[src/rtl/picb_pkg.sv]
// Package: widths, register map and shared types of the periodic interval clock bank.
`default_nettype none
package picb_pkg;
	localparam int TIME_W           = 48;
	localparam int IV_W             = 24;
	localparam int MASK_W           = 4;
	localparam int CFG_IDX_W        = 4;
	localparam int NUM_REGS         = 4;
	localparam int NUM_CHANNELS_DEF = 4;
	localparam int CNT_W            = $clog2(TIME_W);

	typedef struct packed {
		logic load;
		logic step;
	} lane_ctrl_t;
endpackage
`default_nettype wire

[src/rtl/picb_if.sv]
// Interfaces: time sample, result and configuration write channels.
`default_nettype none
interface picb_in_if import picb_pkg::*; ();
	logic              valid;
	logic              ready;
	logic [TIME_W-1:0] time_ms;
	modport source (output valid, output time_ms, input ready);
	modport sink (input valid, input time_ms, output ready);
endinterface

interface picb_out_if import picb_pkg::*; ();
	logic              valid;
	logic              ready;
	logic [MASK_W-1:0] fired_mask;
	modport source (output valid, output fired_mask, input ready);
	modport sink (input valid, input fired_mask, output ready);
endinterface

interface picb_cfg_if import picb_pkg::*; ();
	logic                 valid;
	logic                 ready;
	logic [CFG_IDX_W-1:0] index;
	logic [IV_W-1:0]      data;
	modport source (output valid, output index, output data, input ready);
	modport sink (input valid, input index, input data, output ready);
endinterface
`default_nettype wire

[src/rtl/picb_lane.sv]
// Bit-serial restoring modulo unit: remainder of elapsed time by one channel interval.
`default_nettype none
module picb_lane import picb_pkg::*; (
	input  wire logic              clk,
	input  wire lane_ctrl_t        ctrl,
	input  wire logic [TIME_W-1:0] elapsed,
	input  wire logic [IV_W-1:0]   iv,
	output logic      [IV_W-1:0]   rem
);
	logic [TIME_W-1:0] dvd_q;
	logic [IV_W-1:0]   rem_q;
	logic [IV_W+1:0]   diff;
	logic [IV_W-1:0]   rem_next;

	always_comb begin
		diff = {1'b0, rem_q, dvd_q[TIME_W-1]} - {2'b00, iv};
		if (!diff[IV_W+1]) begin
			rem_next = diff[IV_W-1:0];
		end else begin
			rem_next = {rem_q[IV_W-2:0], dvd_q[TIME_W-1]};
		end
	end

	always_ff @(posedge clk) begin
		if (ctrl.load) begin
			dvd_q <= elapsed;
			rem_q <= '0;
		end else if (ctrl.step) begin
			dvd_q <= {dvd_q[TIME_W-2:0], 1'b0};
			rem_q <= rem_next;
		end
	end

	assign rem = rem_q;
endmodule
`default_nettype wire

[src/rtl/periodic_interval_clock_bank_core.sv]
// Top level: periodic interval clock bank with one serial modulo lane per channel.
//
// channel  role    payload            transaction
// sample   sink    time_ms[47:0]      valid && ready
// result   source  fired_mask[3:0]    valid && ready
// cfg      sink    index[3:0], data   valid && ready (ready always high)
//
// Each item passes CALC (the elapsed times are formed and loaded into the lanes), DIV
// (the bit-serial modulo lanes, one dividend bit per cycle) and FIN (the anchors are
// updated). The next sample is taken in the cycle after the result is loaded.
// Reset clears intervals, anchors and the last time seen; no clearing pass.
// A result held by a stalled sink blocks only the final step of the following item.
`default_nettype none
module periodic_interval_clock_bank_core import picb_pkg::*; #(
	parameter int NUM_CHANNELS = NUM_CHANNELS_DEF
) (
	input wire logic  clk,
	input wire logic  arst_n,
	picb_cfg_if.sink  cfg,
	picb_in_if.sink   sample,
	picb_out_if.source result
);
	typedef enum logic [3:0] {
		ST_IDLE = 4'b0001,
		ST_CALC = 4'b0010,
		ST_DIV  = 4'b0100,
		ST_FIN  = 4'b1000
	} state_t;

	state_t            state_q;
	logic [CNT_W-1:0]  cnt_q;
	logic [TIME_W-1:0] now_q;
	logic [TIME_W-1:0] last_seen_q;
	logic [IV_W-1:0]   interval_q [NUM_CHANNELS];
	logic [TIME_W-1:0] anchor_q [NUM_CHANNELS];
	logic [TIME_W-1:0] elapsed [NUM_CHANNELS];
	logic [IV_W-1:0]   rem [NUM_CHANNELS];
	logic [NUM_CHANNELS-1:0] fire_q;
	logic              out_valid_q;
	logic [MASK_W-1:0] mask_q;
	logic [MASK_W-1:0] mask_d;
	logic              fin_go;
	lane_ctrl_t        lane_ctrl;

	assign sample.ready = (state_q == ST_IDLE);
	assign cfg.ready    = 1'b1;
	assign result.valid      = out_valid_q;
	assign result.fired_mask = mask_q;

	assign lane_ctrl.load = (state_q == ST_CALC);
	assign lane_ctrl.step = (state_q == ST_DIV);
	assign fin_go = (state_q == ST_FIN) && (!out_valid_q || result.ready);

	for (genvar n = 0; n < NUM_CHANNELS; n++) begin : g_lane
		assign elapsed[n] = now_q - anchor_q[n];
		picb_lane u_lane (
			.clk     (clk),
			.ctrl    (lane_ctrl),
			.elapsed (elapsed[n]),
			.iv      (interval_q[n]),
			.rem     (rem[n])
		);
	end

	for (genvar m = 0; m < MASK_W; m++) begin : g_mask
		if (m < NUM_CHANNELS) begin : g_on
			assign mask_d[m] = fire_q[m];
		end else begin : g_off
			assign mask_d[m] = 1'b0;
		end
	end

	always_ff @(posedge clk) begin
		if (sample.valid && sample.ready) begin
			now_q <= sample.time_ms;
		end
		if (state_q == ST_CALC) begin
			for (int n = 0; n < NUM_CHANNELS; n++) begin
				fire_q[n] <= (interval_q[n] != '0) &&
					(elapsed[n] >= {{(TIME_W-IV_W){1'b0}}, interval_q[n]});
			end
		end
		if (fin_go) begin
			mask_q <= mask_d;
		end
	end

	always_ff @(posedge clk or negedge arst_n) begin
		if (!arst_n) begin
			state_q     <= ST_IDLE;
			cnt_q       <= '0;
			out_valid_q <= 1'b0;
			last_seen_q <= '0;
			for (int n = 0; n < NUM_CHANNELS; n++) begin
				interval_q[n] <= '0;
				anchor_q[n]   <= '0;
			end
		end else begin
			if (fin_go) begin
				out_valid_q <= 1'b1;
			end else if (result.valid && result.ready) begin
				out_valid_q <= 1'b0;
			end
			for (int n = 0; n < NUM_CHANNELS; n++) begin
				if (cfg.valid && (cfg.index == CFG_IDX_W'(n)) && (n < NUM_REGS)) begin
					interval_q[n] <= cfg.data;
					anchor_q[n]   <= last_seen_q;
				end else if (fin_go && fire_q[n]) begin
					anchor_q[n] <= now_q - {{(TIME_W-IV_W){1'b0}}, rem[n]};
				end
			end
			case (state_q)
				ST_IDLE: begin
					if (sample.valid) begin
						last_seen_q <= sample.time_ms;
						state_q     <= ST_CALC;
					end
				end
				ST_CALC: begin
					cnt_q   <= '0;
					state_q <= ST_DIV;
				end
				ST_DIV: begin
					cnt_q <= cnt_q + 1'b1;
					if (cnt_q == CNT_W'(TIME_W - 1)) begin
						state_q <= ST_FIN;
					end
				end
				ST_FIN: begin
					if (fin_go) begin
						state_q <= ST_IDLE;
					end
				end
				default: begin
					state_q <= ST_IDLE;
				end
			endcase
		end
	end
endmodule
`default_nettype wire

[src/flat_wrapper.sv]
// flat-port wrapper written by rule: the top's interface ports become plain ports
module periodic_interval_clock_bank_core_flat import picb_pkg::*;
#(
	parameter int NUM_CHANNELS = NUM_CHANNELS_DEF
)
  (clk, arst_n, cfg_valid, cfg_index, cfg_data, cfg_ready, sample_valid, sample_time_ms, sample_ready, result_valid, result_fired_mask, result_ready);
  picb_cfg_if cfg_i ();
  picb_in_if sample_i ();
  picb_out_if result_i ();
  input wire logic clk;
  input wire logic arst_n;
  input wire logic [$bits(cfg_i.valid)-1:0] cfg_valid;
  input wire logic [$bits(cfg_i.index)-1:0] cfg_index;
  input wire logic [$bits(cfg_i.data)-1:0] cfg_data;
  output wire logic [$bits(cfg_i.ready)-1:0] cfg_ready;
  input wire logic [$bits(sample_i.valid)-1:0] sample_valid;
  input wire logic [$bits(sample_i.time_ms)-1:0] sample_time_ms;
  output wire logic [$bits(sample_i.ready)-1:0] sample_ready;
  output wire logic [$bits(result_i.valid)-1:0] result_valid;
  output wire logic [$bits(result_i.fired_mask)-1:0] result_fired_mask;
  input wire logic [$bits(result_i.ready)-1:0] result_ready;
  assign cfg_i.valid = cfg_valid;
  assign cfg_i.index = cfg_index;
  assign cfg_i.data = cfg_data;
  assign cfg_ready = cfg_i.ready;
  assign sample_i.valid = sample_valid;
  assign sample_i.time_ms = sample_time_ms;
  assign sample_ready = sample_i.ready;
  assign result_valid = result_i.valid;
  assign result_fired_mask = result_i.fired_mask;
  assign result_i.ready = result_ready;
  periodic_interval_clock_bank_core #(.NUM_CHANNELS(NUM_CHANNELS)) u_core (.clk(clk), .arst_n(arst_n), .cfg(cfg_i), .sample(sample_i), .result(result_i));
endmodule
[config.mk]
export PLATFORM = sky130hd
export DESIGN_NAME = periodic_interval_clock_bank_core_flat
export DESIGN_NICKNAME = d
export VERILOG_FILES = /design/src/rtl/picb_pkg.sv /design/src/rtl/picb_if.sv /design/src/rtl/picb_lane.sv /design/src/rtl/periodic_interval_clock_bank_core.sv /design/src/flat_wrapper.sv
export SDC_FILE = /design/constraint.sdc
export NUM_CORES = 2
export LEC_CHECK = 0
export BUFFER_PORTS_ARGS = -buffer_cell sky130_fd_sc_hd__buf_2
export CORE_MARGIN = 2
export CORE_UTILIZATION = 40
export CTS_CLUSTER_DIAMETER = 120
export DETAILED_ROUTE_END_ITERATION = 12
export GPL_TIMING_DRIVEN = 1
export PLACE_DENSITY_LB_ADDON = 0.12
export SYNTH_ARGS = -nofsm -noshare
export SYNTH_HDL_FRONTEND = slang
export SYNTH_SLANG_ARGS = --single-unit
[constraint.sdc]
create_clock -name clk -period 14.6 [get_ports clk]
set_clock_uncertainty 0.05 [all_clocks]
set_input_delay 0.73 -clock clk [delete_from_list [all_inputs] [get_ports clk]]
set_output_delay 0.73 -clock clk [all_outputs]
set_load 0.02 [all_outputs]
==> run summary <==
Outcome: complete, no violations
Unrepaired setup endpoints after global routing: false
CP Class: reg2reg
Core area: 125,000 µm²
Peak VDD IR: 0.135 mV
Worst setup path start: u_core.now_q[0]$_DFFE_PP_
Fill cells: 12,400
Synth Net Count: 6,574
Yosys cell types: 99
Final Non-Filler Cells: 7,706
Setup slack, reg-to-reg: 8.55 ns
Synth Instances: 6,004
Most frequent cells in the layout: nand2_1 (892), o21ai_0 (554), inv_1 (478)
CTS Root Cell: clkbuf_16
Post-Layout Inst Area: 55,400 µm²
Final Hold Fails: 0
Worst r2r dst: u_core.fire_q[0]$_DFFE_PN_
Worst setup path end: u_core.fire_q[0]$_DFFE_PN_
Startpoint Class: flip-flop
Tcrit/Tclk final: 41.5%
Internal Power: 7.49 mW
Post-cts resize count: 0
Setup_tns: 0 ns
Starting Density: 40.2%
Final min period: 6.05 ns
DR pass1 iterations: 6
Post-Syn Area: 50,400 µm²
R2r worst-path depth: 20
Total CTS buffers: 82
Commonest non-fill, non-tap cell in the layout: nand2_1
Worst-path fanout max: 8
CTS tree: yes
Placed Area: 52,500 µm²
Pin count of the biggest net entering global routing: 154
Worst path slowest cell: a2111oi_0
Worst EP required: 14.95 ns
H-tree levels: 3
Horiz. Die Dim: 359 µm
Comb power frac: 61.0%
Synth area leader: dfrtp_1
Clock Latency Late Sink: 0.70 ns
# IOs: 88
Initial antenna violation count: 5
Final setup fails: 0
Post-synth EDFFs: 248
Proportion of netlist area held by the largest area contributor: 17.2%
Hold Slack: 0.176 ns
Crit. End Element: flip-flop
Sequential area share after synthesis: 35.8%
Vias in the first global route: 42,200
RR Startpoint: u_core.now_q[0]$_DFFE_PP_
Largest family of logic cells by synthesized area: compound AO/OA/AOI/OAI gates
Synth warnings: 0
Final Max Slew Viols: 0
DRC: 0
Overflow left after global routing: 0
Final #Nets: 6,552
Flop pwr share: 23.8%
Gpl congestion: 0.958
Tightest Hold Check Type: in2reg
Static leakage: 23.7 nW
Fmax achieved: 0.165 GHz
Slew @ Worst Pin: 1.07 ns
Vias/cell: 5.66
DIE AREA: 129,000 µm²
First-pass GRT wire length: 254 mm
Pwr dens: 259 nW/µm²
Final Util: 44.2%
Max Cap Viol: 0
Adder-cell share of the synthesized area: 12.3%
Synth async-reset ratio: 50.2%
Layout cell share with drive strength beyond 1: 6.31%
Switch Pwr: 6.87 mW
Area Overhead vs Synth: 9.77%
Final Routed Wirelength: 168 mm
Primary FF master, synth: dfrtp_1
Crit path cell chain: inv_1 -> ha_1 -> inv_1 -> fa_1 -> a211oi_1 -> nor2_1 -> o31a_1 -> a41o_1 -> a31oi_1 -> xnor2_1 -> ha_1 -> a21o_1 -> a21oi_1 -> nor2b_1 -> a2111oi_0 -> o2111ai_1 -> nor4bb_1 -> nand4_1 -> nor4_1 -> a41oi_1
Clk sinks: 691
Synth Area in Simple Gates: 16.3%
Xor-xnor portion of the synthesized cell area: 6.91%
GRT Total Usage: 25.5%
Clock buffer depth: 3
Clock share of power: 15.2%
Top cells by area, synth: dfrtp_1 (17%), edfxtp_1 (15%), ha_1 (12%)
Total chip power: 14.4 mW
Post-synthesis register bit count: 691
HPWL after detailed placement: 128 mm
DRT iter0 DRCs: 3,273
Clk slew on worst S/H paths: 0.06 ns
Cell count after placement: 7,547
Via count: 43,600
Post-Place Setup Slack: 8.57 ns
Critical path arrival: 6.40 ns
Compound-Gate Fraction of Synth Area: 21.7%
Worst relative slew slack: 27.0%
DR WL/cell: 21.8 µm
Post-synthesis mux area share: 1.50%
I/O Buffers: 86
DIE HEIGHT: 359 µm
Max incr delay on CP: 0.84 ns
Row Count: 130
Antenna Nets Post-Route: 0
Final WS setup: 8.55 ns
Sw Ratio: 47.8%
Syn Area/Cell: 8.40 µm²
[routing by layer]
metal	part of all wire [%]	global-route usage, %	up-vias
met5	0	0	-
met1	48	37.4	21100
met3	5.5	2.48	189
met4	2.5	7.01	0
li1	-	-	21200
met2	44	39.8	1104
[timing repair]
action	in CTS	in global routing
endpoints found under the setup margin	0	0
buffers inserted	0	0
endpoints found under the hold margin	1	0
hold buffers	1	0
[layout make-up]
class | count | area (µm²) | share of cell area (%)
antenna | 4 | 10.0 | 0.0181
clock inverter | 36 | 402 | 0.725
tap | 1650 | 2060 | 3.73
inverter | 481 | 1820 | 3.28
timing repair buffer | 142 | 888 | 1.60
sequential | 691 | 18100 | 32.6
clock buffer | 118 | 2420 | 4.37
multi-input combinational | 4584 | 29700 | 53.7
[cell families after synthesis]
family	count (synthesis)
buf+inv	729
compound gates	1784
fa+ha+maj	489
flops	691
xor+xnor	398
other cells	1
simple gates	1842
mux	70
[worst max-delay path: cells and delay by family, from the launching register on]
| family | cells | cell delay [ns] |
|---|---|---|
| buf+inv | 2 | 0.39 |
| simple gates | 5 | 1.27 |
| compound gates | 9 | 2.72 |
| xor+xnor | 1 | 0.11 |
| flops | 1 | 0.35 |
| fa+ha+maj | 3 | 0.88 |
[synth_stat cells (all sizes together), types with 74 or more instances]
cell type and n:
a21o 194, a21oi 479, a22oi 74, clkbuf 224, dfrtp 346, dfxtp 96, edfxtp 248, ha 477
inv 479, nand2 897, nand3 84, nor2 398, nor3 91, o21ai 572, o22ai 80, xnor2 255
xor2 143
[worst min-delay path by stage]
stage | start | endpoint | slack, ns | cells past startpoint
floorplan | arst_n | u_core.anchor_q[0]$_DFFE_PN0P_ | 0.38 | 0
global placement | u_core.cnt_q[5]$_DFFE_PN0N_ | u_core.cnt_q[5]$_DFFE_PN0N_ | 0.42 | 1
detailed placement | u_core.cnt_q[5]$_DFFE_PN0N_ | u_core.cnt_q[5]$_DFFE_PN0N_ | 0.43 | 1
CTS | sample_time_ms[20] | u_core.now_q[20]$_DFFE_PP_ | 0.13 | 1
global route | sample_time_ms[20] | u_core.now_q[20]$_DFFE_PP_ | 0.15 | 1
finish | sample_time_ms[20] | u_core.now_q[20]$_DFFE_PP_ | 0.18 | 1
[flip-flops by register name, indices dropped and copies added, names as in the netlist]
name                        flops
u_core.anchor_q               192
u_core.g_lane.u_lane.dvd_q    192
u_core.g_lane.u_lane.rem       96
u_core.interval_q              96
u_core.last_seen_q             48
u_core.now_q                   48
u_core.cnt_q                    6
u_core.fire_q                   4
u_core.result.fired_mask        4
u_core.state_q                  4
u_core.result.valid             1
[power groups by stage]
stage	clock network, mW	registers [mW]	logic, mW
floorplan	0	3.15	6.53
global placement	0	3.42	8.61
detailed placement	0	3.43	8.65
CTS	2.24	3.39	8.71
global route	2.30	3.48	9.79
finish	2.19	3.42	8.76
Note: power is estimated with default switching activity, not from simulation.
